<file path="config.mk">
export PLATFORM = sky130hd
export DESIGN_NAME = flgr_ctrl
export DESIGN_NICKNAME = d
export VERILOG_FILES = /design/src/hdl/flgr_pkg.sv /design/src/hdl/flgr_ctrl.sv
export SDC_FILE = /design/constraint.sdc
export NUM_CORES = 1
export LEC_CHECK = 0
export ABC_AREA = 1
export BUFFER_PORTS_ARGS = -buffer_cell sky130_fd_sc_hd__buf_2
export CAP_MARGIN = 20
export CELL_PAD_IN_SITES_DETAIL_PLACEMENT = 2
export CELL_PAD_IN_SITES_GLOBAL_PLACEMENT = 2
export CORE_MARGIN = 4
export CORE_UTILIZATION = 19
export DETAILED_ROUTE_END_ITERATION = 10
export PLACE_DENSITY_LB_ADDON = 0.1
export SYNTH_ARGS = -nofsm -noshare
export SYNTH_HDL_FRONTEND = slang
export SYNTH_SLANG_ARGS = --single-unit
export TNS_END_PERCENT = 1
</file>
<file path="constraint.sdc">
create_clock -name clk -period 1.22 [get_ports clk]
set_clock_uncertainty 0.05 [all_clocks]
set_input_delay 0.183 -clock clk [delete_from_list [all_inputs] [get_ports clk]]
set_output_delay 0.183 -clock clk [all_outputs]
set_load 0.005 [all_outputs]
</file>
<file path="src/hdl/flgr_pkg.sv">
`timescale 1ns / 1ps
// ----------------------------------------------------------------------------
// flgr_pkg: shared types and constants of the feedback flanger
// configuration fields and reset values, controller states and commands,
// datapath status, fixed-point limits, sine constants, saturation helper
// ----------------------------------------------------------------------------
package flgr_pkg;

  localparam int SAMPLE_W    = 16;
  localparam int PHASE_W     = 32;
  localparam int CFG_INDEX_W = 3;
  localparam int CFG_DATA_W  = 32;
  localparam int DCALC_W     = 24;  // signed width of the delay arithmetic

  // configuration register indexes
  typedef enum logic [CFG_INDEX_W-1:0] {
    REG_BASE_DELAY    = 3'd0,
    REG_DEPTH_DELAY   = 3'd1,
    REG_PHASE_STEP    = 3'd2,
    REG_FEEDBACK_GAIN = 3'd3,
    REG_MANUAL_OFFSET = 3'd4,
    REG_MIX_GAIN      = 3'd5,
    REG_MAX_DELAY     = 3'd6
  } cfg_reg_t;

  // reset values
  localparam logic [17:0] BASE_DELAY_RST    = 18'd14746;
  localparam logic [17:0] DEPTH_DELAY_RST   = 18'd19661;
  localparam logic [31:0] PHASE_STEP_RST    = 32'd31317;
  localparam logic [15:0] FEEDBACK_GAIN_RST = 16'd13107;
  localparam logic [15:0] MANUAL_OFFSET_RST = 16'd0;
  localparam logic [15:0] MIX_GAIN_RST      = 16'd16384;
  localparam logic [17:0] MAX_DELAY_RST     = 18'd245760;

  // fixed-point limits
  localparam logic signed [15:0]        FB_LIMIT  = 16'sd31130;
  localparam logic [15:0]               MIX_FULL  = 16'd32768;
  localparam logic signed [DCALC_W-1:0] MIN_DELAY = 24'sd256;

  // sine table generation, quarter-wave argument scaled to Q30
  localparam logic [63:0] HALF_PI_Q30 = 64'd1686629713;
  localparam logic [63:0] TAYLOR_DIV [1:6] =
    '{64'd6, 64'd20, 64'd42, 64'd72, 64'd110, 64'd156};

  typedef struct packed {
    logic [17:0]        base_delay;
    logic [17:0]        depth_delay;
    logic [31:0]        phase_step;
    logic signed [15:0] feedback_gain;
    logic signed [15:0] manual_offset;
    logic [15:0]        mix_gain;
    logic [17:0]        max_delay;
  } cfg_t;

  typedef enum logic [3:0] {
    ST_IDLE,
    ST_SINE,
    ST_DEPTH,
    ST_DELAY,
    ST_TAP0,
    ST_TAP1,
    ST_INTERP,
    ST_WET,
    ST_PRODUCT,
    ST_WRITE
  } state_t;

  typedef struct packed {
    logic accept;   // latch input, look up sine index, advance phase
    logic sine;     // sine table read
    logic depth;    // depth times lfo
    logic delay;    // delay sum and clamp
    logic tap0;     // read newer tap
    logic tap1;     // read older tap
    logic interp;   // fraction times tap difference
    logic wet;      // interpolated sample
    logic product;  // feedback and mix products
    logic commit;   // write back, advance position, load output
  } ctrl_cmd_t;

  typedef struct packed {
    logic out_blocked;  // output register full and not taken this cycle
  } dp_status_t;

  function automatic logic signed [15:0] sat16(input logic signed [39:0] v);
    if (v > 40'sd32767) begin
      sat16 = 16'sh7fff;
    end else if (v < -40'sd32768) begin
      sat16 = 16'sh8000;
    end else begin
      sat16 = v[15:0];
    end
  endfunction

endpackage

</file>
<file path="src/hdl/flgr_ctrl.sv">
`timescale 1ns / 1ps
// ----------------------------------------------------------------------------
// flgr_ctrl: sequencing state machine
// walks one sample through the datapath steps, holds at write back while
// the output register is still occupied
// ----------------------------------------------------------------------------
module flgr_ctrl (
  input  logic                    clk,
  input  logic                    rst,
  input  logic                    in_valid,
  output logic                    in_ready,
  input  flgr_pkg::dp_status_t    status,
  output flgr_pkg::ctrl_cmd_t     cmd
);
  import flgr_pkg::*;

  state_t state;
  state_t state_next;

  always_ff @(posedge clk) begin
    if (rst) begin
      state <= ST_IDLE;
    end else begin
      state <= state_next;
    end
  end

  always_comb begin
    state_next = state;
    case (state)
      ST_IDLE:    if (in_valid) state_next = ST_SINE;
      ST_SINE:    state_next = ST_DEPTH;
      ST_DEPTH:   state_next = ST_DELAY;
      ST_DELAY:   state_next = ST_TAP0;
      ST_TAP0:    state_next = ST_TAP1;
      ST_TAP1:    state_next = ST_INTERP;
      ST_INTERP:  state_next = ST_WET;
      ST_WET:     state_next = ST_PRODUCT;
      ST_PRODUCT: state_next = ST_WRITE;
      ST_WRITE:   if (!status.out_blocked) state_next = ST_IDLE;
      default:    state_next = ST_IDLE;
    endcase
  end

  always_comb begin
    cmd      = '0;
    in_ready = 1'b0;
    case (state)
      ST_IDLE: begin
        in_ready   = 1'b1;
        cmd.accept = in_valid;
      end
      ST_SINE:    cmd.sine    = 1'b1;
      ST_DEPTH:   cmd.depth   = 1'b1;
      ST_DELAY:   cmd.delay   = 1'b1;
      ST_TAP0:    cmd.tap0    = 1'b1;
      ST_TAP1:    cmd.tap1    = 1'b1;
      ST_INTERP:  cmd.interp  = 1'b1;
      ST_WET:     cmd.wet     = 1'b1;
      ST_PRODUCT: cmd.product = 1'b1;
      ST_WRITE:   cmd.commit  = !status.out_blocked;
      default: ;
    endcase
  end

`ifndef SYNTHESIS
  // at most one datapath step per cycle
  a_one_cmd: assert property (@(posedge clk) disable iff (rst) $onehot0(cmd))
    else $error("more than one datapath command");

  // a sample in flight blocks the next transfer
  a_busy_after_accept: assert property (@(posedge clk) disable iff (rst)
    cmd.accept |=> !in_ready)
    else $error("input ready right after a transfer");

  // write back frees the block
  a_ready_after_commit: assert property (@(posedge clk) disable iff (rst)
    cmd.commit |=> in_ready)
    else $error("block not ready after write back");
`endif

endmodule

</file>
# --- Yosys cells after proc, flatten, opt, wreduce, memory -nomap -nowiden ---
# Cells that the tools add are included.
# W data, S select, Z words.
word_totals:
  register_bits: 4
  output_inout_bits: 11
  inputBits: 4
classes:
  n_eq_ne: 11
  mux: 14
  reduce_logical: 3
op_table:
  columns: ["op", "n"]
  rows:
  - ["$pmux W4 S10", 1]
  - ["$eq A4 B3 Y1 const B", 4]
  - ["$mux W1", 11]
  - ["$eq A4 B2 Y1 const B", 2]
  - ["$eq A4 B4 Y1 const B", 2]
  - ["$mux W4", 2]
  - ["$eq A4 B1 Y1 const B", 1]
  - ["$logic_not A4 Y1", 1]
  - ["$ne A2 B2 Y1 const B", 2]
  - ["$reduce_and A2 Y1", 1]
  - ["$logic_not A1 Y1", 1]

# --- Longest topological paths before layout ---
logic_depth:
  ltp_word: 3
  depth_mapped: 6
  ltp_nobuf: 6

# --- Least setup slack after synthesis ---
# Ideal clock, no wire load.
synth_timing:
  kind: "register -> output"
  start: "reg state[0]"
  end: "out cmd[9] (netlist name)"
  n_path_buf: 0
  t_arrival_ns: 0.809
  path_stages_with_launch: 4
  slack_ns: 0.178
  required_ns: 0.987
  cell_sequence: "dfxtp_1 -> nor2_2 -> inv_2 -> nor3_1"
synth_rtl:
  columns: ["item", "line_no", "rtl"]
  rows:
  - ["start, declared", "flgr_ctrl.sv:17", "state_t state;"]
  - ["start signal, assigned", "flgr_ctrl.sv:24", "state <= state_next;"]
  - ["end, declared", "flgr_ctrl.sv:13", "output flgr_pkg::ctrl_cmd_t cmd"]

==> flow_summary.toml <==
[synthesis]
synth_commonest_cells = "nor2_1 (8), inv_1 (7), inv_2 (5), nand2_1 (5)"
yosys.cell_types.count = 15
ys_warn_count = 0
synth_compound_area_share_pct = 6.49
ys.flop_type = "dfxtp_1"
synth-edff-count = 0
async_flop_share_pct = 0
netlist_instances = 47
synth_fa_ha_area_share_pct = 0
synthesis.nets = 51
yosysMostFrequentCell = "nor2_1"
synth-simple-area-share_pct = 48.9
ys_seq_elements = 4
ys_seq_area_share_pct = 27.7
syn_avg_cell_area_um2 = 6.15
synth_xor_area_share_pct = 0
yosys-top-cells-area = "dfxtp_1 (28%), nor2_1 (10%), inv_1 (9.1%)"
yosysTopAreaCell = "dfxtp_1"
syn_area_um2 = 289
synth_top_family_by_area = "simple AND/OR/NAND/NOR gates"
synth_mux_area_share_pct = 0
yosysTopAreaCellShare_pct = 27.7

[worst_setup_path]
cp_slowest_cell = "dfxtp_4"
cp.buffers_inverters = 3
crit_path_max_fanout = 6
required_ps = 990
crit_chain = "inv_2, nor2_4, inv_2, nor3_2, buf_2"
worst_setup_path_end_kind = "primary output"
crit_family = "flip-flops"
arrival_ps = 1090
cp-start-kind = "flop"
slowest_delay_ps = 390
cp_common_cell = "inv_2"
path_class = "flop to primary output"

[sta]
min_period_over_period_pct = 109
hold_violations = 0
tns_ps = -393
worstMarginPinSlew_ps = 202
timing.slew.headroom_pct = 86.4
max_freq_ghz = 0.755
finalSetupViolations = 8
rsz0062_at_grt = "true"
slew_viol_final = 0
layout_setup_ws_ps = -104
post-route-min-period_ps = 1320

[placement]
detailedPlace.worstSlack_ps = 11.5
hpwl_um = 913
place_congestion = 0.698
placed_cells = 79
io_buffers = 14
placed_cell_area_um2 = 400

[layout]
top_register = "state"
final_util_pct = 35.7
fin_cells = 84
finish.net_count = 75
final_design_area_no_fill_um2 = 488
drive_gt1_share_pct = 66.7
n_antenna_cell = 0
reg_top3 = "state: 4 flops"
largest_reg_flops = 4
synthToLayoutAreaGrowth_pct = 68.8

[global_routing]
grt_pass1_vias = 426
grt_remaining_overflow = 0
grt_pass1_wl_um = 1950
antenna_found_initial = 0
grt_start_max_net_pins = 7
grt.total_usage_pct = 13.5

[clock_tree]
cts_root_buffer = "clkbuf_4"
clock-sinks = 4
path_clk_slew_ps = 40
cts_inserted_buffers = 3
cts_tree = "yes"
clock_latency_ps = 230
h-tree-depth = 1
clk_path_buf_depth = 2

[die]
initial_core_util_pct = 21.2
die_height_um = 47
ios = 15
core-area_mm2 = 0.00137
die_area_mm2 = 0.00221
fp.dieW_um = 47
rows = 13

[routing]
drt_iter0_markers = 6
num_vias = 384
avgViaCountPerCell = 4.57
wl_um = 1170
drc = 0
drt_pre_antenna_iters = 2
ant_nets = 0
wire_per_inst_um = 13.9

[pwr]
ir_worst_vdd_mv = 0.415
cellPowerDensity_mw_per_mm2 = 1120
p_leak_nw = 0.252

[run_status]
violations = "negative setup slack"
status = "complete, but fails checks"

[min_path]
hp-class = "primary input to flop"

[run]
drv_cap = 0
-- path summary, 6_finish.rpt --
kind         cells after the start        to  startpoint  slack (ps)
max                              5    cmd[0]    state[0]        -100
min                              2  state[3]         rst         100
max reg2reg                      6  state[0]    state[1]         160
min reg2reg                      2  state[2]    state[2]         520
-- logic make-up (layout without fill, tap and decap cells) --
kind of cell | after synthesis | count (layout)
and+or+nand+nor | 27 | 27
DFF | 4 | 4
AOI/OAI and AO/OA | 3 | 3
buffers and inverters | 13 | 35
-- worst reg2reg max path, delay by kind of cell, from the launching register on --
kind            cells  cell delay (ps)
simple gates        3              200
compound gates      1              150
flops               1              390
buf+inv             2              160
-- report_power, final --
| group | internal, mW | leakage, nW | switching (mW) | total [mW] |
|---|---|---|---|---|
| clock | 0.110 | 0.0138 | 0.0541 | 0.164 |
| sequential | 0.149 | 0.0353 | 0.0320 | 0.180 |
| combinational | 0.0896 | 0.203 | 0.111 | 0.201 |
-- final cells by class --
cell class,count,area [um2]
fill,188,878
timing repair buffer,19,108
tap,15,18.8
clock buffer,3,22.5
multi-input combinational,30,198
inverter,13,48.8
sequential,4,92.6
-- stage by stage --
stage	hold slack (ps)	power, mW
2_1_floorplan	195	0.265
3_3_place_gp	349	0.343
3_5_place_dp	352	0.345
4_1_cts	99.1	0.547
5_1_grt	103	0.592
6_report	103	0.546
-- layer usage --
layer,up-vias,part of all wire (%),track usage (%)
met2,9,57,24.9
met5,-,0,0
met3,0,2.4,4.60
met4,0,0,4.97
met1,188,40,14.0
li1,187,-,-
-- what timing repair did --
action | 4_1_cts | 5_1_grt
buffers inserted | 1 | 1
endpoints found under the setup margin | 12 | 11
hold buffers | 0 | 0
pin swaps | 2 | 1
resized for setup | 16 | 1
-- cells in the final DEF (no fill, tap or decap) --
| cell type | netlist | layout |
|---|---|---|
| clkinv_1 | 1 | 1 |
| nor2_1 | 8 | 7 |
| nor2_4 | 2 | 4 |
| nor2_2 | 2 | 1 |
| nand3_1 | 3 | 3 |
| a21oi_1 | 2 | 2 |
| buf_2 | 0 | 14 |
| nor3_2 | 0 | 4 |
| a21oi_2 | 1 | 1 |
| buf_4 | 0 | 5 |
| inv_1 | 7 | 6 |
| nand2_2 | 1 | 3 |
| clkbuf_4 | 0 | 3 |
| nand2_1 | 5 | 3 |
| dfxtp_2 | 0 | 1 |
| inv_2 | 5 | 6 |
| nand3_2 | 1 | 1 |
| dfxtp_4 | 0 | 3 |
| nor4_1 | 1 | 1 |
(Power assumes the default switching activity.)
