==> config.mk <==
export PLATFORM = sky130hd
export DESIGN_NAME = flgr_cfg
export DESIGN_NICKNAME = d
export VERILOG_FILES = /design/src/hdl/flgr_pkg.sv /design/src/hdl/flgr_cfg.sv
export SDC_FILE = /design/constraint.sdc
export NUM_CORES = 1
export LEC_CHECK = 0
export ABC_AREA = 0
export BUFFER_PORTS_ARGS = -buffer_cell sky130_fd_sc_hd__buf_2
export CAP_MARGIN = 20
export CORE_ASPECT_RATIO = 0.7
export CORE_MARGIN = 1.5
export CORE_UTILIZATION = 54
export DETAILED_ROUTE_END_ITERATION = 16
export PLACE_DENSITY = 0.81
export RECOVER_POWER = 25
export SLEW_MARGIN = 5
export SYNTH_ARGS = -nofsm -noshare
export SYNTH_HDL_FRONTEND = slang
export SYNTH_SLANG_ARGS = --single-unit
==> constraint.sdc <==
create_clock -name clk -period 3.3 [get_ports clk]
set_input_delay 0.66 -clock clk [delete_from_list [all_inputs] [get_ports clk]]
set_output_delay 0.66 -clock clk [all_outputs]
set_load 0.03 [all_outputs]
==> src/hdl/flgr_pkg.sv <==
`timescale 1ns / 1ps
// ----------------------------------------------------------------------------
// flgr_pkg: shared types and constants of the feedback flanger
// configuration fields and reset values, controller states and commands,
// datapath status, fixed-point limits, sine constants, saturation helper
// ----------------------------------------------------------------------------
package flgr_pkg;

  localparam int SAMPLE_W    = 16;
  localparam int PHASE_W     = 32;
  localparam int CFG_INDEX_W = 3;
  localparam int CFG_DATA_W  = 32;
  localparam int DCALC_W     = 24;  // signed width of the delay arithmetic

  // configuration register indexes
  typedef enum logic [CFG_INDEX_W-1:0] {
    REG_BASE_DELAY    = 3'd0,
    REG_DEPTH_DELAY   = 3'd1,
    REG_PHASE_STEP    = 3'd2,
    REG_FEEDBACK_GAIN = 3'd3,
    REG_MANUAL_OFFSET = 3'd4,
    REG_MIX_GAIN      = 3'd5,
    REG_MAX_DELAY     = 3'd6
  } cfg_reg_t;

  // reset values
  localparam logic [17:0] BASE_DELAY_RST    = 18'd14746;
  localparam logic [17:0] DEPTH_DELAY_RST   = 18'd19661;
  localparam logic [31:0] PHASE_STEP_RST    = 32'd31317;
  localparam logic [15:0] FEEDBACK_GAIN_RST = 16'd13107;
  localparam logic [15:0] MANUAL_OFFSET_RST = 16'd0;
  localparam logic [15:0] MIX_GAIN_RST      = 16'd16384;
  localparam logic [17:0] MAX_DELAY_RST     = 18'd245760;

  // fixed-point limits
  localparam logic signed [15:0]        FB_LIMIT  = 16'sd31130;
  localparam logic [15:0]               MIX_FULL  = 16'd32768;
  localparam logic signed [DCALC_W-1:0] MIN_DELAY = 24'sd256;

  // sine table generation, quarter-wave argument scaled to Q30
  localparam logic [63:0] HALF_PI_Q30 = 64'd1686629713;
  localparam logic [63:0] TAYLOR_DIV [1:6] =
    '{64'd6, 64'd20, 64'd42, 64'd72, 64'd110, 64'd156};

  typedef struct packed {
    logic [17:0]        base_delay;
    logic [17:0]        depth_delay;
    logic [31:0]        phase_step;
    logic signed [15:0] feedback_gain;
    logic signed [15:0] manual_offset;
    logic [15:0]        mix_gain;
    logic [17:0]        max_delay;
  } cfg_t;

  typedef enum logic [3:0] {
    ST_IDLE,
    ST_SINE,
    ST_DEPTH,
    ST_DELAY,
    ST_TAP0,
    ST_TAP1,
    ST_INTERP,
    ST_WET,
    ST_PRODUCT,
    ST_WRITE
  } state_t;

  typedef struct packed {
    logic accept;   // latch input, look up sine index, advance phase
    logic sine;     // sine table read
    logic depth;    // depth times lfo
    logic delay;    // delay sum and clamp
    logic tap0;     // read newer tap
    logic tap1;     // read older tap
    logic interp;   // fraction times tap difference
    logic wet;      // interpolated sample
    logic product;  // feedback and mix products
    logic commit;   // write back, advance position, load output
  } ctrl_cmd_t;

  typedef struct packed {
    logic out_blocked;  // output register full and not taken this cycle
  } dp_status_t;

  function automatic logic signed [15:0] sat16(input logic signed [39:0] v);
    if (v > 40'sd32767) begin
      sat16 = 16'sh7fff;
    end else if (v < -40'sd32768) begin
      sat16 = 16'sh8000;
    end else begin
      sat16 = v[15:0];
    end
  endfunction

endpackage

==> src/hdl/flgr_cfg.sv <==
`timescale 1ns / 1ps
// ----------------------------------------------------------------------------
// flgr_cfg: configuration register file
// write-only registers loaded by index, unknown indexes are dropped
// ----------------------------------------------------------------------------
module flgr_cfg (
  input  logic                              clk,
  input  logic                              rst,
  input  logic                              cfg_write,
  input  logic [flgr_pkg::CFG_INDEX_W-1:0]  cfg_index,
  input  logic [flgr_pkg::CFG_DATA_W-1:0]   cfg_data,
  output flgr_pkg::cfg_t                    cfg
);
  import flgr_pkg::*;

  cfg_t regs;

  always_ff @(posedge clk) begin
    if (rst) begin
      regs.base_delay    <= BASE_DELAY_RST;
      regs.depth_delay   <= DEPTH_DELAY_RST;
      regs.phase_step    <= PHASE_STEP_RST;
      regs.feedback_gain <= FEEDBACK_GAIN_RST;
      regs.manual_offset <= MANUAL_OFFSET_RST;
      regs.mix_gain      <= MIX_GAIN_RST;
      regs.max_delay     <= MAX_DELAY_RST;
    end else if (cfg_write) begin
      case (cfg_index)
        REG_BASE_DELAY:    regs.base_delay    <= cfg_data[17:0];
        REG_DEPTH_DELAY:   regs.depth_delay   <= cfg_data[17:0];
        REG_PHASE_STEP:    regs.phase_step    <= cfg_data[31:0];
        REG_FEEDBACK_GAIN: regs.feedback_gain <= cfg_data[15:0];
        REG_MANUAL_OFFSET: regs.manual_offset <= cfg_data[15:0];
        REG_MIX_GAIN:      regs.mix_gain      <= cfg_data[15:0];
        REG_MAX_DELAY:     regs.max_delay     <= cfg_data[17:0];
        default: ;
      endcase
    end
  end

  assign cfg = regs;

endmodule

* Word-level counts from Yosys, hierarchy flattened
Index checks and enable logic that the tools add are counted.
** Word-level totals
- Latch bits :: 0
- Memories kept :: 0
- Memory bits (writable) :: 0
- Input port bits :: 38
- Output and inout port bits :: 134
- Memory bits (read-only) :: 0
- Bits in registers :: 134
** Cells by class
- Divide/modulo/power cells :: 0
- Bitwise operators :: 0
- Reduce and logical (&&, ||, !) cells :: 8
- Multiplexer cells :: 0
- Eq/ne operators :: 6
- Order comparisons :: 0
- Shift-type cells :: 0
- Multipliers :: 0
- Add/subtract/negate cells :: 0
** Operators with widths (number)
- 2-bit AND reduction :: 7
- 3-bit == test, second input constant :: 3
- 3-bit by 2-bit == test with 1-bit output, second input constant :: 2
- 3-bit by 1-bit == test with 1-bit output, second input constant :: 1
- 3-bit logical NOT :: 1

* Depth between registers and ports, before layout
Gate-level depths: netlist (run 1).
- Depth after elaboration :: 2
- Gate-level depth with buffers :: 5
- Gate-level depth less buffers :: 2

* Least setup slack after synthesis (run 1)
OpenSTA, ideal clock, no wires.
- Path type :: input to register
- Start point :: input cfg_index[1] (netlist name)
- End point :: register regs, in the netlist cfg[126]
- Path slack :: 1.474 ns
- Setup time :: 0.124 ns
- Cell stages on the path :: 5
- Data arrival time :: 1.703 ns
- Required time :: 3.176 ns
- Path buffers :: 3
- Path through :: buf_4 -> or4b_1 -> buf_6 -> buf_12 -> mux2i_1
** On the way
- Word-level cells in the longest chain between the ends :: 2
** RTL lines
- start, declared :: RTL line flgr_cfg.sv:10 : input logic [flgr_pkg::CFG_INDEX_W-1:0] cfg_index,
- 3-bit logical NOT :: RTL line flgr_cfg.sv:28 : case (cfg_index)
- 2-bit AND reduction (no source line)
- end, declared :: RTL line flgr_cfg.sv:16 : cfg_t regs;
Every way passes these cells.
A chain may end at the register's enable or synchronous reset.

==> summary.md, run 1 <==
| Metric | Value |
|---|---|
| Final #Nets | `between 600 and 700` |
| Status | `completed` |
| Crit path to | `cfg[110]` |
| Ys async rst share | `0` |
| Initial Utilization | `0.5546` |
| Required @ worst endpoint | `3.59 ns` |
| Least-Margin Pin Slew | `1.428 ns` |
| Yosys reg bits | `134` |
| Initial antenna violation count | `0` |
| Vias in the first global route | `3878` |
| Final setup fails | `0` |
| Final Instance Area | `6838 sq um` |
| Reg-to-reg endpoint | `cfg[129]` |
| Setup TNS | `0 ns` |
| Crit. End Element | `register` |
| Final hold slack | `0.4704 ns` |
| Final Hold Fails | `0` |
| Sink Count | `134` |
| Max-slew violations | `0` |
| Max cap viols | `0` |
| Post-layout min period | `2.135 ns` |
| Crit path DAT | `2.42 ns` |
| Mapped Cells | `503` |
| Bufs on Longest Clock Path | `2` |
| Int Pwr | `a little over 0.003 W` |
| Clock Pin Slew Worst Setup and Hold Paths | `~0.050 ns` |
| CTS root buf | `clkbuf_16` |
| Antenna cells | `0` |
| Synth warnings | `0` |
| Fmax | `~470 MHz` |
| DRC | `0` |
| Port Buf Inserts | `about 170` |
| Reg power frac | `0.428` |
| Post-DP HPWL | `between 9000 and 10000 um` |
| Post-synth top area cell | `dfxtp_1` |
| CTS tree | `yes` |
| FF-to-FF path depth | `2` |
| Switching power | `approximately 0.00089 W` |
| Synth Area in XOR/XNOR | `0` |
| Largest family of logic cells by synthesized area | `multiplexers` |
| Die ar. | `10520 sq um` |
| Post-synth top flop | `dfxtp_1` |
| Adder-cell share of the synthesized area | `0` |
| Worst hold path type | `reg -> reg` |
| Clock power frac | `0.493` |
| Share of layout cells above drive strength 1 | `0.3036` |
| Slowest-stage cell, CP | `clkbuf_2` |
| Post-CTS Resized | `0` |
| Synth top area share | `0.5014` |
| Die Ht | `86.28 um` |
| First drt pass iteration count | `4` |
| Crit Path Category | `in -> reg` |
| Routed Antenna Nets | `0` |
| Depth of the CTS H-tree | `4` |
| Simple-Gate Fraction of Synth Area | `0.2095` |
| Leakage | `roughly 3.4 nW` |
| CTS buffer count | `17` |
| Total congestion overflow | `0` |
| Post-Route Skew | `0 ns` |
| Total I/O pin count | `172` |
| Yosys cell types | `17` |
| Rows | `30` |
| PwrDens | `between 500 and 600 nW/um^2` |
| Clk Latency, worst-skew pair | `0.41 ns` |
| Total wire length | `13480 um` |
| Most frequent cells after synthesis | `134 x dfxtp_1, 134 x mux2i_1, 128 x nand2b_1` |
| Switching Fraction | `0.2266` |
| Slew headroom | `0.04796` |
| Initial DRC count | `216` |
| Post-synthesis compound-gate area fraction | `0` |
| Largest net degree at the start of global routing | `91` |
| Layout area overhead | `27.81%` |
| R2R setup slack | `2.55 ns` |
| DR WL/cell | `around 17 um` |
| Core area | `9647 sq um` |
| Worst Path Max Fanout | `90` |
| Routability congestion estimate | `0.7873` |
| Mux cell area share after synthesis | `0.2507` |
| Flip-flop count of the largest register after layout | `134` |
| Setup repair after global routing missed its margin | `false` |
| Crit start category | `input pin` |
| Seq/Total Area, Yosys | `0.5014` |
| Crit-path max cell delay | `1.01 ns` |
| Die Width | `roughly 120 um` |
| VDD IR-drop max | `around 0.00042 V` |
| Post-CTS setup buffer count | `0` |
| Total GRT Usage | `0.2592` |
| EDFF count, synth | `0` |
| Vias | `4080` |
| Synth top area cells | `dfxtp_1 50%, mux2i_1 25%, nand2b_1 15%` |
| # hold bufs at CTS | `0` |
| Final period util | `0.6469` |
| First-pass GRT wire length | `around 20000 um` |
| Placed cell area | `6236 sq um` |
| Crit-path cells | `clkbuf_2 -> buf_12 -> nand2b_1 -> mux2i_1` |
| Cell Area, Synth | `5350 sq um` |
| Syn_nets | `541` |
| Synth Area per Inst | `10.64 sq um` |
| Combinational share of power | `0.079` |
| Crit path from | `rst` |
| Worst r2r src | `cfg[129]` |
| Via density | `between 5 and 6` |
worst min-delay path by stage:
stage | startpoint | to | slack, ns | depth (start not counted)
5_1_grt | cfg[56] | cfg[56] | 0.48 | 2
3_3_place_gp | cfg[91] | cfg[91] | 0.45 | 2
3_5_place_dp | cfg[69] | cfg[69] | 0.46 | 2
2_1_floorplan | cfg[102] | cfg[102] | 0.60 | 2
6_report | cfg[96] | cfg[96] | 0.47 | 2
4_1_cts | cfg[96] | cfg[96] | 0.47 | 2
power by group through the flow:
stage,Combinational [W],Clock (W),Sequential (W)
floorplan,0.000141,0,0.00178
global placement,0.000301,0,0.00171
detailed placement,0.000309,0,0.00171
CTS,0.000310,0.00196,0.00167
global route,0.000331,0.00201,0.00168
finish,0.000311,0.00193,0.00167
area by class of cell:
type | count | area, sq um
clock inverter | 9 | 122.6
tap | 128 | 160.2
multi-input combinational | 329 | 2477
timing repair buffer | 177 | 907.1
sequential | 134 | 2683
fill | 735 | 2809
clock buffer | 23 | 488.0
metal layers:
| layer | wire length [um] | global-route usage | vias to the layer above |
|---|---|---|---|
| met3 | 924 | 0.07697 | 17 |
| met1 | 6583 | 0.3584 | 1963 |
| li1 | - | - | 1961 |
| met4 | 208 | 0.09519 | 0 |
| met2 | 5761 | 0.3846 | 139 |
| met5 | 0 | 0 | - |
cells in the final DEF (no fill, tap or decap), drive strengths merged:
| master | synthesis | final |
|---|---|---|
| and4b | 2 | 2 |
| clkbuf | 21 | 29 |
| nand2b | 128 | 128 |
| dfxtp | 134 | 134 |
| buf | 19 | 171 |
| and4bb | 1 | 1 |
| nor4bb | 1 | 1 |
| or4b | 1 | 1 |
| nor2 | 56 | 56 |
| bufinv | 0 | 3 |
| clkinvlp | 0 | 1 |
| mux2i | 134 | 134 |
| clkinv | 0 | 5 |
| nand4b | 3 | 3 |
| nor4b | 1 | 1 |
| nand4bb | 2 | 2 |
cell families (layout without fill, tap and decap cells):
group,count (synthesis),after routing
simple gates,195,195
flops,134,134
mux,134,134
buf+inv,40,209
stage by stage:
step             util  total power, W  cells  setup WS, ns
2_1_floorplan       -        0.001919    503         1.474
3_3_place_gp   0.6464        0.002008    768         1.157
3_5_place_dp   0.6464        0.002018    768         1.098
4_1_cts        0.7097        0.003940    800         1.529
5_1_grt        0.7088        0.004022    800        0.9833
6_report       0.7088        0.003918    800         1.165
critical path: cells and delay by family:
family / cells / cell delay, ns
AND/OR/NAND/NOR: 1 / 0.25
buffers and inverters: 2 / 1.35
multiplexers: 1 / 0.11
No activity file was read; power rests on OpenSTA's default activity.
==> inputs of run 2 (changes only) <==
ABC_AREA = 1   (was 0)
CORE_UTILIZATION = 45   (was 54)
PLACE_DENSITY = 0.72   (was 0.81)
clock period = 1.72 ns   (was 3.3 ns; I/O delays follow)
==> run 2 against run 1 <==
Effect of this change: design area up 0.73%; die area increased by 16%; first-iteration DRC count up 110%; worst setup slack lost 0.80 ns; final cell count up 33%; non-clock buffer count grew 8; power up 110%; combinational power increased to 2.9 times the previous value; critical endpoint is now cfg[12]; largest cell class unchanged.
==> summary.md, run 2 <==
| Metric | Value |
|---|---|
| Setup ws final | `0.3627 ns` |
| Crit-path cells | `buf_2` |
| FF-to-FF path depth | `2` |
| DR WL/cell | `14.86 um` |
| Layout area overhead | `32.27%` |
| Total wire length | `approximately 16000 um` |
| Most frequent cells after synthesis | `192 x nor2_1, 180 x nand2_1, 134 x dfxtp_1, 134 x nand3_1, 34 x inv_1` |
| Least-Margin Pin Slew | `~0.85 ns` |
| Post-synth top area cell | `dfxtp_1` |
| Final #Nets | `935` |
| Post-DP HPWL | `approximately 11000 um` |
| Synth warnings | `0` |
| Fill count | `1043` |
| Post-CTS setup buffer count | `0` |
| Slew headroom | `0.4350` |
| Final Instance Area | `just under 7000 sq um` |
| Total I/O pin count | `roughly 170` |
| Total power | `between 0.008 and 0.009 W` |
| Final period util | `0.7891` |
| Setup TNS | `0 ns` |
| Worst hold path depth | `3` |
| Post-synth top flop | `dfxtp_1` |
| Non-Filler Instances | `1063` |
| Worst hold path type | `in -> reg` |
| Worst r2r src | `cfg[35]` |
| PwrDens | `about 1200 nW/um^2` |
| Initial Utilization | `0.4679` |
| Fmax | `736.7 MHz` |
| Vias in the first global route | `4709` |
| Die Ht | `93.01 um` |
| Die Width | `~130 um` |
| Crit-path leading delay family | `flip-flops` |
| CTS root buf | `clkbuf_16` |
| Required @ worst endpoint | `between 1 and 1.5 ns` |
| Worst Path Max Fanout | `2` |
| Leakage | `3.444 nW` |
| Rows | `32` |
| DRC | `0` |
| Cell Area, Synth | `about 5200 sq um` |
| Synth top area cells | `dfxtp_1 52%, nor2_1 14%, nand2_1 13%` |
| Post-CTS Resized | `0` |
| Routed Antenna Nets | `0` |
| Antenna cells | `0` |
| Post-Route Skew | `0 ns` |
| Placed cell area | `6265 sq um` |
| Synth top area share | `0.5151` |
| Via density | `a little under 5` |
| Mapped Cells | `approximately 730` |
| Hold Path Sink | `cfg[108]` |
| Clk Latency, worst-skew pair | `0.41 ns` |
| Bufs on Longest Clock Path | `2` |
| Port Buf Inserts | `171` |
| Crit start category | `register` |
| Crit-path max cell delay | `0.37 ns` |
| Flip-flop count of the largest register after layout | `134` |
| Crit Path Category | `reg -> out` |
| Crit path DAT | `1.01 ns` |
| First drt pass iteration count | `5` |
| # hold bufs at CTS | `0` |
| Clock Pin Slew Worst Setup and Hold Paths | `0.06 ns` |
| Sink Count | `134` |
| Slowest-stage cell, CP | `dfxtp_1` |
| Max cap viols | `0` |
| Share of layout cells above drive strength 1 | `0.2516` |
| Synth Area per Inst | `~7.1 sq um` |
| Depth of the CTS H-tree | `4` |
| Most frequent cell after synthesis | `nor2_1` |
| Status | `completed` |
| Syn_nets | `approximately 770` |
| Initial DRC count | `464` |
| Most frequent cells in the layout | `192 x nor2_1, 181 x nand2_1, 169 x buf_2` |
| VDD IR-drop max | `between 0.0007 and 0.0008 V` |
| Largest net degree at the start of global routing | `47` |
| Core area | `11130 sq um` |
| Vias | `between 5000 and 6000` |
| Hold Startpoint | `cfg_data[10]` |
| CTS buffer count | `17` |
| CTS tree | `yes` |
| Buf/Inv on CP | `1` |
| Seq/Total Area, Yosys | `0.5151` |
| Initial antenna violation count | `1` |
| Total congestion overflow | `0` |
| Final setup fails | `0` |
| Setup repair after global routing missed its margin | `false` |
| Post-layout min period | `1.357 ns` |
| First-pass GRT wire length | `25390 um` |
| Yosys cell types | `15` |
| Commonest non-fill, non-tap cell in the layout | `nor2_1` |
| Die ar. | `12240 sq um` |
| Dpl ws | `around 0.30 ns` |
| Total GRT Usage | `0.2690` |
| EDFF count, synth | `0` |
| Placed cell count | `between 1000 and 1500` |
| Final Hold Fails | `0` |
| R2R setup slack | `1.09 ns` |
| Ys async rst share | `0` |
| Reg-to-reg endpoint | `cfg[35]` |
| Yosys reg bits | `134` |
| Max-slew violations | `0` |
| Routability congestion estimate | `0.7944` |
| Crit. End Element | `output pin` |
-- run 2: cell families (layout without fill, tap and decap cells) --
kind of cell	count (synthesis)	in the layout	share of synthesized area
simple gates	519	519	0.4183
flops	134	134	0.5151
buf+inv	79	256	0.06559
compound gates	1	1	0.0009602
-- run 2: metrics by stage --
stage          hold slack [ns]    util
6_report                0.1471  0.6188
3_3_place_gp            0.4346  0.5628
3_5_place_dp            0.4380  0.5628
5_1_grt                 0.1662  0.6188
4_1_cts                 0.1366  0.6222
2_1_floorplan           0.4572       -
-- run 2: how the worst max path moves through the flow --
| stage | to | startpoint | cells past startpoint | slack [ns] |
|---|---|---|---|---|
| after detailed placement | cfg[13] | cfg_index[2] | 7 | 0.30 |
| final | cfg[12] | cfg[12] | 1 | 0.36 |
| after global placement | cfg[29] | cfg_index[2] | 7 | 0.33 |
| after global routing | cfg[83] | cfg_write | 7 | 0.24 |
| after CTS | cfg[35] | cfg[35] | 1 | 0.37 |
| after floorplan | cfg[116] | cfg_index[2] | 6 | 0.62 |
-- run 2: area by class of cell --
type	count	area, sq um	share of cell area
flip-flops and latches	134	2683	0.3895
clock buffers	18	429.2	0.06231
well taps	153	191.4	0.02779
multi-input cells	520	2171	0.3152
clock inverters	14	231.5	0.03361
inverters	39	148.9	0.02162
repair buffers	185	1033	0.1500
-- run 2: layer usage --
| metal | vias to the layer above | GRT usage | share of wire |
|---|---|---|---|
| li1 | 2612 | - | - |
| met2 | 207 | 0.3939 | 0.42 |
| met4 | 2 | 0.09167 | 0.015 |
| met3 | 19 | 0.06558 | 0.080 |
| met5 | - | 0 | 0.00076 |
| met1 | 2349 | 0.3866 | 0.48 |
-- run 2: power breakdown --
group / total [W] / internal (W) / switching, W
logic: 0.000899 / 0.000261 / 0.000639
clock network: 0.00408 / 0.00271 / 0.00137
registers: 0.00327 / 0.00322 / 0.0000585
total: 0.00825 / 0.00618 / 0.00207
==> inputs of run 3 (changes only) <==
ABC_AREA = 0   (was 1)
CORE_UTILIZATION = 46   (was 45)
PLACE_DENSITY = 0.73   (was 0.72)
clock period = 1.1 ns   (was 1.72 ns; I/O delays follow)
==> run 3 against run 2 <==
Effect of this change: final cell count down 15%; worst hold slack worse by 0.086 ns; first-iteration DRC count down 56%; design area up 24%; the flow now finishes with violations (setup timing); largest power group unchanged; critical path depth unchanged; sequential share of layout area down 5.5 points; register-to-register slack worse by 0.82 ns; sequential cell count unchanged.
==> summary.md, run 3 (synthesized netlist as in run 1, its figures left out) <==
| Metric | Value |
|---|---|
| Final #Nets | `777` |
| PwrDens | `between 1000 and 1500 nW/um^2` |
| CTS buffer count | `17` |
| Slowest-stage cell, CP | `dfxtp_2` |
| DRC | `0` |
| Crit path depth | `1` |
| Buf/Inv on CP | `1` |
| Routability congestion estimate | `between 0.7 and 0.8` |
| Crit path DAT | `0.89 ns` |
| Setup TNS | `-0.02769 ns` |
| Post-Route Skew | `0 ns` |
| Crit. End Element | `output pin` |
| Clk Latency, worst-skew pair | `0.40 ns` |
| Flip-flop count of the largest register after layout | `134` |
| First drt pass iteration count | `4` |
| Total I/O pin count | `~170` |
| DR WL/cell | `~18 um` |
| Placed cell count | `818` |
| Core area | `between 10000 and 15000 sq um` |
| Crit path to | `cfg[30]` |
| Crit start category | `register` |
| Depth of the CTS H-tree | `4` |
| Final hold slack | `0.06095 ns` |
| Reg-to-reg endpoint | `cfg[11]` |
| Rows | `32` |
| VDD IR-drop max | `0.001236 V` |
| Routed Antenna Nets | `0` |
| Die Ht | `between 90 and 100 um` |
| Max-slew violations | `0` |
| Largest net degree at the start of global routing | `43` |
| Least-Margin Pin Slew | `about 0.36 ns` |
| Dpl ws | `-0.2858 ns` |
| First-pass GRT wire length | `24230 um` |
| Worst Path Max Fanout | `2` |
| Worst hold path type | `in -> reg` |
| Vias | `4445` |
| Antenna cells | `0` |
| FF-to-FF path depth | `4` |
| Switching power | `0.002887 W` |
| Initial DRC count | `~210` |
| CTS root buf | `clkbuf_16` |
| Fill count | `slightly below 700` |
| Leakage | `~4.0 nW` |
| Final Instance Area | `8528 sq um` |
| Die ar. | `12300 sq um` |
| Bufs on Longest Clock Path | `2` |
| Total congestion overflow | `0` |
| Total wire length | `around 16000 um` |
| Crit Path Category | `reg -> out` |
| Post-DP HPWL | `10240 um` |
| Final period util | `1.006` |
| Non-Filler Instances | `905` |
| R2R setup slack | `0.27 ns` |
| Worst r2r src | `cfg[11]` |
| Most frequent cells in the layout | `134 x mux2i_1, 134 x dfxtp_2, 134 x buf_6` |
| Final setup fails | `7` |
| Int Pwr | `0.008787 W` |
| Sink Count | `134` |
| Share of layout cells above drive strength 1 | `0.5598` |
| Initial antenna violation count | `0` |
| Port Buf Inserts | `171` |
| Clock Pin Slew Worst Setup and Hold Paths | `0.06 ns` |
| Reg power frac | `0.434` |
| Layout area overhead | `59.40%` |
| Required @ worst endpoint | `0.88 ns` |
| Setup ws final | `-0.006613 ns` |
| Clock power frac | `0.461` |
| Slew headroom | `0.7627` |
| Crit-path leading delay family | `flip-flops` |
| Status | `complete, but fails checks` |
| Max cap viols | `0` |
| Total GRT Usage | `0.2561` |
| Combinational share of power | `0.105` |
| Vias in the first global route | `4468` |
| Failing checks | `setup timing` |
| Final Hold Fails | `0` |
| Crit-path cells | `buf_6` |
| Initial Utilization | `0.4789` |
| Switching Fraction | `0.2473` |
| Via density | `between 4 and 5` |
| Post-layout min period | `1.107 ns` |
| Crit-path max cell delay | `0.35 ns` |
| Crit path from | `cfg[30]` |
| # hold bufs at CTS | `0` |
| CTS tree | `yes` |
| Placed cell area | `6568 sq um` |
| Setup repair after global routing missed its margin | `true` |
| Die Width | `between 100 and 150 um` |
| Fmax | `903.7 MHz` |
run 3: cell types whose count changed in the layout (fill, tap and decap cells not counted), sizes merged, moves of 2 or more:
cell     change
and4b        +2
clkbuf       +5
nand4bb      +2
nand3      -134
nor2       -147
nand2b     +128
bufinv       -5
mux2i      +134
inv         -37
nand4b       +3
nand2      -182
buf         +69
run 3: how the worst min path moves through the flow:
stage                            start       end  slack (ns)  cells past startpoint
after global placement         cfg[93]   cfg[93]        0.46                      2
after global routing      cfg_data[22]   cfg[88]        0.06                      3
after detailed placement      cfg[114]  cfg[114]        0.46                      2
after CTS                 cfg_data[22]   cfg[88]        0.05                      3
after floorplan           cfg_data[31]   cfg[97]        0.38                      2
final                     cfg_data[22]   cfg[88]        0.06                      3
run 3: area by class of cell:
type / count / area [sq um] / area share
clock buffers: 20 / 456.7 / 0.05355
clock inverters: 12 / 103.9 / 0.01218
multi-input cells: 329 / 2477 / 0.2905
flip-flops and latches: 134 / 2850 / 0.3342
well taps: 153 / 191.4 / 0.02245
repair buffers: 257 / 2449 / 0.2871
run 3: per-layer routing:
metal  global-route usage  share of wire  vias up
met1               0.3303           0.46     2186
met2               0.4280           0.49      121
met5                    0              0        -
met4              0.07500         0.0054        0
li1                     -              -     2129
met3              0.06233          0.050        9
run 3: timing repair:
| item | in CTS | in global routing |
|---|---|---|
| buffers inserted | 19 | 36 |
| setup endpoints to repair | 134 | 132 |
| resized for setup | 402 | 0 |
run 3: power groups by stage:
stage	sequential (W)	combinational, W	clock, W
final	0.00507	0.00123	0.00538
after global routing	0.00507	0.00129	0.00571
after CTS	0.00506	0.00118	0.00541
after detailed placement	0.00512	0.00103	0
after global placement	0.00512	0.00100	0
after floorplan	0.00533	0.000444	0
run 3: stage by stage:
step | power [W] | utilization
floorplan | 0.005778 | -
global placement | 0.006125 | 0.5879
detailed placement | 0.006152 | 0.5879
CTS | 0.01165 | 0.7409
global route | 0.01207 | 0.7634
finish | 0.01167 | 0.7634
